$ cat src/rtl/iorbpd_pkg.sv
`default_nettype none
// ----------------------------------------------------------------------------
// I/O read burst pattern detector package
// Shared types, codes and helpers for the classifier, the sequential-pattern
// tracker and the read-burst tracker.
// ----------------------------------------------------------------------------
package iorbpd_pkg;

    localparam int unsigned NOW_W    = 32;
    localparam int unsigned KB_W     = 16;
    localparam int unsigned SECTOR_W = 48;
    localparam int unsigned SCORE_W  = 8;
    localparam int unsigned TALLY_W  = 16;
    localparam int unsigned CFG_IDX_W  = 8;
    localparam int unsigned CFG_DATA_W = 16;

    localparam logic [SCORE_W-1:0] SCORE_STEP_UP   = 8'd8;
    localparam logic [SCORE_W-1:0] SCORE_STEP_DOWN = 8'd3;
    localparam logic [SCORE_W-1:0] SCORE_MAX       = 8'd255;
    localparam logic [SCORE_W-1:0] SCORE_SEQ_LEVEL = 8'd96;

    // Word kinds
    localparam logic MODE_ARRIVAL  = 1'b0;
    localparam logic MODE_DISPATCH = 1'b1;

    // Register indexes
    localparam logic [CFG_IDX_W-1:0] CFG_SMALL_READ_SIZE    = 8'd0;
    localparam logic [CFG_IDX_W-1:0] CFG_LARGE_READ_SIZE    = 8'd1;
    localparam logic [CFG_IDX_W-1:0] CFG_TINY_WRITE_SIZE    = 8'd2;
    localparam logic [CFG_IDX_W-1:0] CFG_SEQ_GAP_LIMIT      = 8'd3;
    localparam logic [CFG_IDX_W-1:0] CFG_BURST_WINDOW_TICKS = 8'd4;
    localparam logic [CFG_IDX_W-1:0] CFG_BURST_COUNT_LIMIT  = 8'd5;
    localparam logic [CFG_IDX_W-1:0] CFG_BURST_LENGTH_TICKS = 8'd6;
    localparam logic [CFG_IDX_W-1:0] CFG_COOLDOWN_TICKS     = 8'd7;

    typedef enum logic [2:0] {
        CLS_CRITICAL_READ = 3'd0,
        CLS_SMALL_READ    = 3'd1,
        CLS_LARGE_READ    = 3'd2,
        CLS_NORMAL_WRITE  = 3'd3,
        CLS_TINY_WRITE    = 3'd4
    } req_class_t;

    typedef struct packed {
        logic [15:0] window_ticks;
        logic [5:0]  count_limit;
        logic [15:0] length_ticks;
        logic [15:0] cooldown_ticks;
    } burst_cfg_t;

    typedef struct packed {
        logic read_evt;
        logic check_evt;
    } burst_cmd_t;

    typedef struct packed {
        logic               seq;
        logic [SCORE_W-1:0] score;
    } pat_status_t;

    typedef struct packed {
        logic burst_on;
        logic cooling;
        logic began;
        logic ended;
    } burst_status_t;

    // Wrapping signed difference a - b greater than zero
    function automatic logic tick_after(input logic [NOW_W-1:0] a,
                                        input logic [NOW_W-1:0] b);
        logic [NOW_W-1:0] d;
        d = a - b;
        return (d != '0) && !d[NOW_W-1];
    endfunction

    function automatic logic tick_after_eq(input logic [NOW_W-1:0] a,
                                           input logic [NOW_W-1:0] b);
        logic [NOW_W-1:0] d;
        d = a - b;
        return !d[NOW_W-1];
    endfunction

    function automatic req_class_t classify(input logic            mode,
                                            input logic            is_write,
                                            input logic [KB_W-1:0] size_kb,
                                            input logic [7:0]      small_read_size,
                                            input logic [6:0]      tiny_write_size);
        req_class_t cls;
        if (mode == MODE_DISPATCH) begin
            cls = CLS_CRITICAL_READ;
        end else if (is_write) begin
            cls = (size_kb <= {9'd0, tiny_write_size}) ? CLS_TINY_WRITE : CLS_NORMAL_WRITE;
        end else if (size_kb <= {9'd0, small_read_size[7:1]}) begin
            cls = CLS_CRITICAL_READ;
        end else if (size_kb <= {8'd0, small_read_size}) begin
            cls = CLS_SMALL_READ;
        end else begin
            cls = CLS_LARGE_READ;
        end
        return cls;
    endfunction

endpackage
`default_nettype wire

$ cat src/rtl/iorbpd_pattern.sv
`default_nettype none
// ----------------------------------------------------------------------------
// Sequential pattern tracker
// Keeps the last read sector and a saturating score that climbs on close
// large reads and decays otherwise.
// ----------------------------------------------------------------------------
module iorbpd_pattern
    import iorbpd_pkg::*;
(
    input  wire logic                aclk,
    input  wire logic                aresetn,
    input  wire logic                upd_en,
    input  wire logic [KB_W-1:0]     size_kb,
    input  wire logic [SECTOR_W-1:0] start_sector,
    input  wire logic [10:0]         large_read_size,
    input  wire logic [10:0]         seq_gap_limit,
    output pat_status_t              pat_next
);

    logic [SECTOR_W-1:0] prev_sector_reg, prev_sector_next;
    logic                prev_large_reg, prev_large_next;
    logic [SCORE_W-1:0]  score_reg, score_next;
    logic                seq_reg, seq_next;

    logic                big_read;
    logic                near;
    logic                hit;
    logic [SECTOR_W-1:0] fwd_gap;
    logic [SECTOR_W-1:0] bwd_gap;
    logic [SCORE_W:0]    score_up;
    logic [SCORE_W-1:0]  score_up_sat;
    logic [SCORE_W-1:0]  score_dn;

    assign big_read = size_kb >= {5'd0, large_read_size};
    assign fwd_gap  = start_sector - prev_sector_reg;
    assign bwd_gap  = prev_sector_reg - start_sector;
    assign near     = (start_sector >= prev_sector_reg)
                    ? (fwd_gap <= {37'd0, seq_gap_limit})
                    : (bwd_gap <= {37'd0, seq_gap_limit});
    assign hit      = near && big_read && prev_large_reg;

    assign score_up     = {1'b0, score_reg} + {1'b0, SCORE_STEP_UP};
    assign score_up_sat = score_up[SCORE_W] ? SCORE_MAX : score_up[SCORE_W-1:0];
    assign score_dn     = (score_reg > SCORE_STEP_DOWN) ? (score_reg - SCORE_STEP_DOWN) : '0;

    always_comb begin
        prev_sector_next = prev_sector_reg;
        prev_large_next  = prev_large_reg;
        score_next       = score_reg;
        seq_next         = seq_reg;
        if (upd_en) begin
            prev_sector_next = start_sector;
            prev_large_next  = big_read;
            // a zero previous sector means nothing recorded yet: just record
            if (prev_sector_reg != '0) begin
                if (hit) begin
                    score_next = score_up_sat;
                    seq_next   = score_up_sat > SCORE_SEQ_LEVEL;
                end else begin
                    score_next = score_dn;
                    seq_next   = 1'b0;
                end
            end
        end
    end

    always_ff @(posedge aclk) begin
        if (!aresetn) begin
            prev_sector_reg <= '0;
            prev_large_reg  <= 1'b0;
            score_reg       <= '0;
            seq_reg         <= 1'b0;
        end else begin
            prev_sector_reg <= prev_sector_next;
            prev_large_reg  <= prev_large_next;
            score_reg       <= score_next;
            seq_reg         <= seq_next;
        end
    end

    assign pat_next = '{seq: seq_next, score: score_next};

endmodule
`default_nettype wire

$ cat src/rtl/iorbpd_burst.sv
`default_nettype none
// ----------------------------------------------------------------------------
// Read burst tracker
// Windowed read tally that opens a burst with a deadline, and the cooldown
// that follows a burst closed by a dispatch check.
// ----------------------------------------------------------------------------
module iorbpd_burst
    import iorbpd_pkg::*;
(
    input  wire logic             aclk,
    input  wire logic             aresetn,
    input  wire burst_cmd_t       cmd,
    input  wire logic [NOW_W-1:0] now,
    input  wire burst_cfg_t       cfg,
    output burst_status_t         status_next
);

    logic               window_valid_reg, window_valid_next;
    logic [NOW_W-1:0]   window_begin_reg, window_begin_next;
    logic [TALLY_W-1:0] tally_reg, tally_next;
    logic               burst_reg, burst_next;
    logic               cool_reg, cool_next;
    logic [NOW_W-1:0]   end_time_reg, end_time_next;
    logic [NOW_W-1:0]   exit_time_reg, exit_time_next;

    logic               cool_done;
    logic               cool_rd;
    logic               restart;
    logic [TALLY_W-1:0] tally_base;
    logic [TALLY_W-1:0] tally_rd;
    logic               start;
    logic               expire;

    assign cool_done = cool_reg &&
                       tick_after(now, exit_time_reg + {16'd0, cfg.cooldown_ticks});
    assign cool_rd   = cool_reg && !cool_done;
    assign restart   = !window_valid_reg ||
                       tick_after(now, window_begin_reg + {16'd0, cfg.window_ticks});
    assign tally_base = restart ? '0 : tally_reg;
    // saturate at all ones
    assign tally_rd  = (&tally_base) ? tally_base : tally_base + TALLY_W'(1);
    assign start     = !burst_reg && (tally_rd >= {10'd0, cfg.count_limit}) && !cool_rd;
    assign expire    = burst_reg && tick_after_eq(now, end_time_reg);

    always_comb begin
        window_valid_next  = window_valid_reg;
        window_begin_next  = window_begin_reg;
        tally_next         = tally_reg;
        burst_next         = burst_reg;
        cool_next          = cool_reg;
        end_time_next      = end_time_reg;
        exit_time_next     = exit_time_reg;
        status_next.began  = 1'b0;
        status_next.ended  = 1'b0;
        if (cmd.read_evt) begin
            cool_next         = cool_rd;
            window_valid_next = 1'b1;
            if (restart) begin
                window_begin_next = now;
            end
            tally_next = tally_rd;
            if (start) begin
                burst_next        = 1'b1;
                end_time_next     = now + {16'd0, cfg.length_ticks};
                status_next.began = 1'b1;
            end
        end else if (cmd.check_evt && expire) begin
            burst_next        = 1'b0;
            cool_next         = 1'b1;
            exit_time_next    = now;
            tally_next        = '0;
            status_next.ended = 1'b1;
        end
        status_next.burst_on = burst_next;
        status_next.cooling  = cool_next;
    end

    always_ff @(posedge aclk) begin
        if (!aresetn) begin
            window_valid_reg <= 1'b0;
            window_begin_reg <= '0;
            tally_reg        <= '0;
            burst_reg        <= 1'b0;
            cool_reg         <= 1'b0;
            end_time_reg     <= '0;
            exit_time_reg    <= '0;
        end else begin
            window_valid_reg <= window_valid_next;
            window_begin_reg <= window_begin_next;
            tally_reg        <= tally_next;
            burst_reg        <= burst_next;
            cool_reg         <= cool_next;
            end_time_reg     <= end_time_next;
            exit_time_reg    <= exit_time_next;
        end
    end

endmodule
`default_nettype wire

$ cat src/rtl/io_read_burst_pattern_detector_unit.sv
`default_nettype none
// ----------------------------------------------------------------------------
// I/O read burst pattern detector
// Classifies storage requests and tracks sequential large reads and bursts.
// ----------------------------------------------------------------------------
// Each word is captured in an input register, then classified and applied to
// the pattern and burst state when it moves on, and its result is loaded into
// the output register in that same step, so m_valid rises once the word has
// passed the input and output registers. One word is accepted every cycle while
// the result side takes them; the rate is set by the state update, which each
// word sees after its predecessor.
// A stalled result holds the output register while the input register still
// takes one more word. Registers are written through the cfg port (always
// ready) and should only change while no word is in flight.
module io_read_burst_pattern_detector_unit
    import iorbpd_pkg::*;
(
    input  wire logic                  aclk,
    input  wire logic                  aresetn,

    input  wire logic                  cfg_valid,
    output      logic                  cfg_ready,
    input  wire logic [CFG_IDX_W-1:0]  cfg_index,
    input  wire logic [CFG_DATA_W-1:0] cfg_data,

    input  wire logic                  s_valid,
    output      logic                  s_ready,
    input  wire logic                  s_mode,
    input  wire logic [NOW_W-1:0]      s_now,
    input  wire logic                  s_is_write,
    input  wire logic [KB_W-1:0]       s_size_kb,
    input  wire logic [SECTOR_W-1:0]   s_start_sector,

    output      logic                  m_valid,
    input  wire logic                  m_ready,
    output      logic [2:0]            m_req_class,
    output      logic                  m_sequential,
    output      logic [SCORE_W-1:0]    m_pattern_score,
    output      logic                  m_burst_on,
    output      logic                  m_cooling,
    output      logic                  m_burst_began,
    output      logic                  m_burst_ended
);

    // Configuration registers
    logic [7:0]  small_read_size_reg;
    logic [10:0] large_read_size_reg;
    logic [6:0]  tiny_write_size_reg;
    logic [10:0] seq_gap_limit_reg;
    burst_cfg_t  burst_cfg_reg;

    // Input register
    logic                in_valid_reg;
    logic                mode_reg;
    logic [NOW_W-1:0]    now_reg;
    logic                is_write_reg;
    logic [KB_W-1:0]     size_kb_reg;
    logic [SECTOR_W-1:0] start_sector_reg;

    // Output register
    logic                out_valid_reg, out_valid_next;
    req_class_t          class_reg;
    pat_status_t         pat_reg;
    burst_status_t       burst_reg;

    logic          advance;
    logic          is_read;
    burst_cmd_t    cmd;
    pat_status_t   pat_next;
    burst_status_t burst_next;
    req_class_t    class_next;

    assign cfg_ready = 1'b1;

    always_ff @(posedge aclk) begin
        if (!aresetn) begin
            small_read_size_reg         <= 8'd16;
            large_read_size_reg         <= 11'd128;
            tiny_write_size_reg         <= 7'd4;
            seq_gap_limit_reg           <= 11'd128;
            burst_cfg_reg.window_ticks  <= 16'd80;
            burst_cfg_reg.count_limit   <= 6'd8;
            burst_cfg_reg.length_ticks  <= 16'd150;
            burst_cfg_reg.cooldown_ticks <= 16'd50;
        end else if (cfg_valid) begin
            unique case (cfg_index)
                CFG_SMALL_READ_SIZE:    small_read_size_reg <= cfg_data[7:0];
                CFG_LARGE_READ_SIZE:    large_read_size_reg <= cfg_data[10:0];
                CFG_TINY_WRITE_SIZE:    tiny_write_size_reg <= cfg_data[6:0];
                CFG_SEQ_GAP_LIMIT:      seq_gap_limit_reg   <= cfg_data[10:0];
                CFG_BURST_WINDOW_TICKS: burst_cfg_reg.window_ticks <= cfg_data;
                CFG_BURST_COUNT_LIMIT:  burst_cfg_reg.count_limit  <= cfg_data[5:0];
                CFG_BURST_LENGTH_TICKS: burst_cfg_reg.length_ticks <= cfg_data;
                CFG_COOLDOWN_TICKS:     burst_cfg_reg.cooldown_ticks <= cfg_data;
                default: ; // drop writes beyond the register list
            endcase
        end
    end

    // Move a word on when the output register is free or being emptied
    assign advance = in_valid_reg && (!out_valid_reg || m_ready);
    assign s_ready = !in_valid_reg || advance;

    always_ff @(posedge aclk) begin
        if (!aresetn) begin
            in_valid_reg <= 1'b0;
        end else if (s_ready) begin
            in_valid_reg <= s_valid;
        end
    end

    always_ff @(posedge aclk) begin
        if (s_valid && s_ready) begin
            mode_reg         <= s_mode;
            now_reg          <= s_now;
            is_write_reg     <= s_is_write;
            size_kb_reg      <= s_size_kb;
            start_sector_reg <= s_start_sector;
        end
    end

    assign is_read    = (mode_reg == MODE_ARRIVAL) && !is_write_reg;
    assign cmd        = '{read_evt:  advance && is_read,
                          check_evt: advance && (mode_reg == MODE_DISPATCH)};
    assign class_next = classify(mode_reg, is_write_reg, size_kb_reg,
                                 small_read_size_reg, tiny_write_size_reg);

    iorbpd_pattern u_pattern (
        .aclk            (aclk),
        .aresetn         (aresetn),
        .upd_en          (cmd.read_evt),
        .size_kb         (size_kb_reg),
        .start_sector    (start_sector_reg),
        .large_read_size (large_read_size_reg),
        .seq_gap_limit   (seq_gap_limit_reg),
        .pat_next        (pat_next)
    );

    iorbpd_burst u_burst (
        .aclk        (aclk),
        .aresetn     (aresetn),
        .cmd         (cmd),
        .now         (now_reg),
        .cfg         (burst_cfg_reg),
        .status_next (burst_next)
    );

    always_comb begin
        out_valid_next = out_valid_reg;
        if (advance) begin
            out_valid_next = 1'b1;
        end else if (m_ready) begin
            out_valid_next = 1'b0;
        end
    end

    always_ff @(posedge aclk) begin
        if (!aresetn) begin
            out_valid_reg <= 1'b0;
        end else begin
            out_valid_reg <= out_valid_next;
        end
    end

    always_ff @(posedge aclk) begin
        if (advance) begin
            class_reg <= class_next;
            pat_reg   <= pat_next;
            burst_reg <= burst_next;
        end
    end

    assign m_valid         = out_valid_reg;
    assign m_req_class     = class_reg;
    assign m_sequential    = pat_reg.seq;
    assign m_pattern_score = pat_reg.score;
    assign m_burst_on      = burst_reg.burst_on;
    assign m_cooling       = burst_reg.cooling;
    assign m_burst_began   = burst_reg.began;
    assign m_burst_ended   = burst_reg.ended;

endmodule
`default_nettype wire

$ cat config.mk
export PLATFORM = sky130hd
export DESIGN_NAME = io_read_burst_pattern_detector_unit
export DESIGN_NICKNAME = d
export VERILOG_FILES = /design/src/rtl/iorbpd_pkg.sv /design/src/rtl/iorbpd_pattern.sv /design/src/rtl/iorbpd_burst.sv /design/src/rtl/io_read_burst_pattern_detector_unit.sv
export SDC_FILE = /design/constraint.sdc
export NUM_CORES = 1
export LEC_CHECK = 0
export BUFFER_PORTS_ARGS = -buffer_cell sky130_fd_sc_hd__buf_2
export CORE_ASPECT_RATIO = 0.9
export CORE_MARGIN = 2
export CORE_UTILIZATION = 55
export CTS_CLUSTER_DIAMETER = 120
export DETAILED_ROUTE_END_ITERATION = 8
export GPL_TIMING_DRIVEN = 1
export HOLD_SLACK_MARGIN = 0.06
export PLACE_DENSITY = 0.73
export SLEW_MARGIN = 20
export SYNTH_ARGS = -nofsm -noshare
export SYNTH_HDL_FRONTEND = slang
export SYNTH_HIERARCHICAL = 1
export SYNTH_SLANG_ARGS = --single-unit
$ cat constraint.sdc
create_clock -name aclk -period 9.3 [get_ports aclk]
set_input_delay 0.93 -clock aclk [delete_from_list [all_inputs] [get_ports aclk]]
set_output_delay 0.93 -clock aclk [all_outputs]
set_load 0.03 [all_outputs]
[After elaboration in Yosys (flattened, before gate mapping)]
Index checks and enable logic that the tools add are counted.
Word-level totals
  register bits after elaboration: 380
  input bits: 127
  output and inout bits: 19
  word-level logic and storage cells: 135
Cells by class
  add/sub/neg operators: 11
  magnitude comparators: 10
  eq/ne operators: 7
  mux-type cells: 26
  bitwise operators: 2
  reductions and logical operators: 46
Operators with widths (count)
  $add 32x16->32: 3
  $le 48x11->1: 2
  $sub 32x32->32: 3
  $sub 48x48->48: 2
  $mux 16: 4
  $reduce_bool 32->1: 2
  $ge 48x48->1: 1
  $reduce_bool 48->1: 1
  $mux 8: 5
  $eq 8x3->1 const B: 4
  $le 16x7->1: 2
  $reduce_and 2->1: 11
  $add 16x1->16 const B: 1
  $eq 8x2->1 const B: 2
  $ge 16x11->1: 1
  $ge 16x6->1: 1
  $le 16x8->1: 1
  $reduce_and 16->1: 1
  $logic_and 1x1->1: 15
  $mux 1: 13
  $logic_not 1->1: 10
  $add 8x4->9 const B: 1
  $eq 8x1->1 const B: 1
  $gt 8x2->1 const B: 1
  8 further kinds: 14

[Logic depth before layout (Yosys ltp)]
  depth in word-level cells: 13
  mapped depth: 38
  mapped depth without buffers: 35

[Cells and area by module]
The synthesis kept the hierarchy.
By module, submodules not included
  iorbpd_burst: times used 1, cells each 1529, area an instance 11994.0 um2, sequential area each 2302.2 um2
  iorbpd_pattern: times used 1, cells each 1486, area an instance 10341.2 um2, sequential area each 1161.1 um2
  io_read_burst_pattern_detector_unit: times used 1, cells each 565, area an instance 7681.1 um2, sequential area each 5285.1 um2

[Least setup slack after synthesis]
OpenSTA, ideal clock, no wires.
  kind: register to register
  start: register now_reg[0]
  end: register burst_reg, in the netlist m_burst_on, data pin
  setup time: 0.251 ns
  arrival: 7.585 ns
  required time: 9.049 ns
  setup slack: 1.464 ns
  cell stages (with the launch flop): 36
  path buffers: 3
  period minus slack after synthesis: 7.836 ns
  cell sequence: edfxtp_1 -> fa_1 -> inv_1 -> ha_1 -> nor2_1 -> fa_1 -> nor2b_1 -> o2111ai_1 -> nand3b_1 -> a311oi_1 -> nor4_1 -> or3_1 -> a221oi_1 -> nand3_1 -> nor3b_2 -> nor2_1 -> clkbuf_1 -> nor2b_1 -> ha_1 -> and4_1 -> and3_1 -> nand4_1 -> nor2_1 -> mux2_2 -> ha_1 -> a2111oi_0 -> o21ai_0 -> nor2_1 -> o211ai_1 -> nor4_1 -> a311oi_1 -> o31ai_2 -> nor2_4 -> buf_6 -> or2_1 -> buf_4
Between the ends
  cells in the longest elaborated chain, start to end: 12
  elaborated cells between the ends (all ways): 27
  classes of those cells: 4 x add/sub; 1 x order compare; 5 x mux; 17 x reduce/logical
Ends and longest elaborated chain
  start: declaration: RTL line io_read_burst_pattern_detector_unit.sv:55  | logic [NOW_W-1:0] now_reg;
  start signal: assignment: RTL line io_read_burst_pattern_detector_unit.sv:115  | now_reg <= s_now;
  $sub 32x32->32: RTL line iorbpd_pkg.sv:72  | d = a - b;
  $reduce_bool 32->1 / $logic_not 1->1 (equally long branches): RTL line iorbpd_pkg.sv:73  | return (d != '0) && !d[NOW_W-1];
  $logic_and 1x1->1: RTL line iorbpd_pkg.sv:73
  $logic_or 1x1->1: RTL line iorbpd_burst.sv:37  | assign restart = !window_valid_reg ||
  $mux 16: RTL line iorbpd_burst.sv:39  | assign tally_base = restart ? '0 : tally_reg;
  $add 16x1->16 / $reduce_and 16->1 (equally long branches): RTL line iorbpd_burst.sv:41  | assign tally_rd = (&tally_base) ? tally_base : tally_base + TALLY_W'(1);
  $mux 16: RTL line iorbpd_burst.sv:41
  $ge 16x6->1: RTL line iorbpd_burst.sv:42  | assign start = !burst_reg && (tally_rd >= {10'd0, cfg.count_limit}) && !cool_rd;
  $logic_and 1x1->1 (2 in series): RTL line iorbpd_burst.sv:42
  $mux 1: RTL line iorbpd_burst.sv:62  | if (start) begin
  $mux 1 (*): RTL line iorbpd_burst.sv:55  | if (cmd.read_evt) begin
  net u_burst.burst_next: RTL line iorbpd_burst.sv:21  | logic burst_reg, burst_next;
  end signal: assignment: RTL line io_read_burst_pattern_detector_unit.sv:169  | burst_reg <= burst_next;
  end: declaration: RTL line io_read_burst_pattern_detector_unit.sv:64  | burst_status_t burst_reg;
Mark *: on every way through the listed nets, which the timed path passes. The rest lies on a longest branch.
A chain may end at the register's enable or synchronous reset.

[Worst setup path after layout]
  start: register now_reg[0]
  end: register u_burst.end_time_reg[13]
Between the ends
  cells in the longest elaborated chain, start to end: 11
  elaborated cells between the ends (all ways): 22
  classes of those cells: 4 x add/sub; 1 x order compare; 2 x mux; 15 x reduce/logical
Ends and longest elaborated chain
  $sub 32x32->32: RTL line iorbpd_pkg.sv:72
  $reduce_bool 32->1 / $logic_not 1->1 (equally long branches): RTL line iorbpd_pkg.sv:73
  $logic_and 1x1->1: RTL line iorbpd_pkg.sv:73
  $logic_or 1x1->1: RTL line iorbpd_burst.sv:37
  $mux 16: RTL line iorbpd_burst.sv:39
  $add 16x1->16 / $reduce_and 16->1 (equally long branches): RTL line iorbpd_burst.sv:41
  $mux 16: RTL line iorbpd_burst.sv:41
  $ge 16x6->1: RTL line iorbpd_burst.sv:42
  $logic_and 1x1->1 (2 in series): RTL line iorbpd_burst.sv:42
  $reduce_and 2->1 (no source line)
  end signal: assignment: RTL line iorbpd_burst.sv:93  | end_time_reg <= end_time_next;
  end: declaration: RTL line iorbpd_burst.sv:23  | logic [NOW_W-1:0] end_time_reg, end_time_next;
Several ways; a longest one is shown, not always the timed one.

==> summary.md <==
| Metric | Value |
|---|---|
| Crit path capture type | flop |
| Layout Utilization | 60.0% |
| DRC | 0 |
| Total negative setup slack | 0 ns |
| Post-route ant nets | 0 |
| Core Rows | 81 |
| Number of flops mapped to enable cells by yosys | 114 |
| Final Max Tran Viols | 0 |
| Via count of the first global-routing pass | 25100 |
| Average cell area after synthesis | 8.38 um^2 |
| Number of buffers created by CTS | 43 |
| Startpoint kind of the worst setup timing path | flop |
| Result of the run | complete, no violations |
| Wire length of the first global-routing pass | 146000 um |
| Synthesis Warnings | 6 |
| Combinational cell fraction of total power | 19.4% |
| Chip Height | 226 um |
| Post-synthesis instance area | 0.0300 mm^2 |
| Worst path arrival time | 9.24 ns |
| Peak supply drop | 0.000161 V |
| Slew margin rel. | 10.0% |
| Synth async-reset ratio | 0% |
| Highest net fanout along the worst path | 16 |
| Die width | 250 um |
| Maximum number of pins on one net before global-route repair | 99 |
| Setup Crit Path Kind | flop to flop |
| Number of flip-flops in the largest register | 54 |
| Clock network fraction of design power | 39.0% |
| Detailed-route vias per instance | 6.27 |
| Number of hold buffers added after cts | 0 |
| Fillcell total | 4937 |
| Sum of routed wire length over all layers | 94400 um |
| Worst Min Path Start | burst_cfg_reg[10] |
| Area of the die | 0.0565 mm^2 |
| Worst Clk Skew | 0.0228 ns |
| Clock insertion delay at the later pin of the skew report | 0.58 ns |
| Power per unit of standard cell area | 133 mW/mm^2 |
| Final worst path period share | 94.0% |
| Net switching power figure | 1.31 mW |
| Fmax | 114 MHz |
| Top cells by area in the synthesized netlist | dfxtp_1, ha_1, edfxtp_1 |
| Most used flip-flop cell after synthesis | dfxtp_1 |
| Origin of the worst setup path | now_reg[0] |
| Share of synthesized area occupied by flip-flops and latches | 29.1% |
| Buffers inserted by post-CTS timing repair | 0 |
| Clock tree from TritonCTS | done |
| GRT Util Overall | 33.0% |
| Initial antenna violation count | 1 |
| Total power | 4.32 mW |
| Number of DRC violations after detailed-routing iteration 0 | 3040 |
| Final HPWL DP | 73000 um |
| Synthesized flop and latch total | 380 |
| Crit path required time | 9.80 ns |
| Crit-path max cell delay | 0.60 ns |
| Hold Violations, Final | 0 |
| Multi-input gate area | 0.0192 mm^2 |
| Clock tree root buffer cell | clkbuf_16 |
| Post-route minimum period | 8.74 ns |
| Mapped Nets | 4044 |
| Final number of setup-violating endpoints | 0 |
| RePlAce Congestion | 1.05 |
| Worst-margin pin slew | 1.32 ns |
| Fraction of final layout cells with drive strength greater than 1 | 8.48% |
| Total number of H-tree levels | 2 |
| Wirelength per Cell | 21.6 um |
| Area overhead of the layout relative to synthesis | 8.16% |
| Starting density of the core | 55.5% |
| Portion of synthesized cell area occupied by the leading cell type | 17.7% |
| Number of gates resized after CTS | 0 |
| Reg-to-reg critical path startpoint | now_reg[0] |
| DR pass1 iterations | 8 |
| Total vias in the final route | 27400 |
| Area inside the core boundary | 0.0541 mm^2 |
| CTS clk-pin slew, worst paths | 0.06 ns |
| Internal power | 3.00 mW |
| # nets final | 4099 |
| Ports | 146 |
| Setup repair after global routing missed its margin | no |
| Max Cap Violations | 0 |
| Most common cell type on the critical path | nor2_1 |
| Input/output buffers | 144 |
| CTS sink cnt | 380 |
| Number of instances in the synthesized netlist | 3580 |
| Sequential group share of total power | 41.6% |
| Number of library cell types mapped by synthesis | 110 |
| Path category of the worst min-delay check | flop to flop |
| Share of total power consumed by net switching | 30.4% |
| Antenna Cells | 0 |
| Global-route congestion overflow total | 0 |
| Final Hold Slack | 0.468 ns |
| Area of all sequential standard cells | 0.00875 mm^2 |
| Leakage power | 12.6 nW |
| Max Buffers Root-to-Sink | 3 |
| Cell at the slowest stage of the critical path | fa_1 |
| Largest area contributor in the synthesized netlist | dfxtp_1 |
-- power by group through the flow --
stage | sequential, mW | combinational, mW | clock (mW)
2_1_floorplan | 1.82 | 0.558 | 0
3_3_place_gp | 1.83 | 0.799 | 0
3_5_place_dp | 1.83 | 0.801 | 0
4_1_cts | 1.79 | 0.807 | 1.71
5_1_grt | 1.80 | 0.909 | 1.78
6_report | 1.80 | 0.838 | 1.68
-- cell usage after synthesis (9+ instances only) --
library cell,count
buf_6,10
o21ai_0,177
mux2i_1,177
ha_1,302
nor3_1,54
o21bai_1,16
nand3b_1,11
o21a_1,38
dfxtp_1,266
nor3b_1,11
nand3_1,88
nand2_1,278
or4_1,12
and3_1,24
a211o_1,12
xnor2_1,74
clkbuf_1,108
and2_1,21
or2_2,11
nor4_1,45
nand4_1,74
fa_1,35
nand2b_1,28
xor2_1,36
a21o_1,66
a21oi_1,281
o211ai_1,35
nor2b_1,78
a211oi_1,46
buf_4,14
or3_1,23
o2111ai_1,24
edfxtp_1,114
buf_2,17
a21boi_0,40
o31a_1,9
inv_1,379
o31ai_1,22
a2111oi_0,12
and4_1,22
nor2_1,269
a31oi_1,37
-- path summary, 6_finish.rpt --
path,endpoint,slack [ns],cells after the start
setup / recovery,u_burst/end_time_reg[13],0.56,33
hold / removal,burst_cfg_reg[10],0.47,2
setup reg to reg,u_burst/end_time_reg[13],0.56,33
hold reg to reg,burst_cfg_reg[10],0.47,2
-- cells in the final DEF, fill, tap and decap left out, types with 16 or more instances in the layout --
cell type,n
buf_2,143
xor2_1,36
nand3_1,88
and3_1,24
nand2_1,278
o21a_1,38
nor3_1,53
o31ai_1,21
buf_4,22
ha_1,302
a21o_1,66
or3_1,23
and2_1,20
nor2b_1,78
a31oi_1,36
a211oi_1,46
nor4_1,44
mux2i_1,177
xnor2_1,74
o2111ai_1,24
inv_1,378
fa_1,35
o21bai_1,16
edfxtp_1,114
dfxtp_1,266
o21ai_0,176
a21boi_0,40
clkbuf_16,44
o211ai_1,35
nand2b_1,28
nor2_1,269
and4_1,22
nand4_1,74
a21oi_1,280
-- worst max-delay path, delay by kind of cell (launching register included) --
kind                       cells  cell delay [ns]
buffers and inverters          2             0.29
DFF                            1             0.51
muxes                          1             0.35
adders and majority gates      5             1.51
AOI/OAI and AO/OA              9             2.35
and+or+nand+nor               16             3.65
-- routing by layer --
layer	vias to the layer above	part of all wire (%)	global-route usage, %
met2	1304	39	45.3
met1	13000	47	50.4
met5	-	0	0
met4	0	2.3	7.82
li1	12900	-	-
met3	140	12	8.94
-- area by class of cell --
type / instances / area share [%]
repair buffers: 165 / 2.71
multi-input cells: 2665 / 59.0
clock buffers: 64 / 3.83
inverters: 380 / 4.40
flip-flops and latches: 380 / 26.9
well taps: 705 / 2.72
clock inverters: 14 / 0.374
-- metrics by stage --
step                area, um^2  worst slack (ns)  cells
floorplan                30000              1.46   3580
global route             32500            0.0272   4373
finish                   32500             0.562   4373
CTS                      32400             0.314   4373
global placement         31100             0.694   4295
detailed placement       31100             0.345   4295
-- logic make-up after synthesis --
kind of cell / after synthesis / synth area share (%)
and+or+nand+nor: 1093 / 18.6
AOI/OAI and AO/OA: 940 / 20.7
DFF: 380 / 29.1
other: 1 / 0.0125
adders and majority gates: 337 / 14.9
buffers and inverters: 535 / 7.24
xor gates and xnor gates: 110 / 3.21
muxes: 184 / 6.17
(Power assumes the default switching activity.)
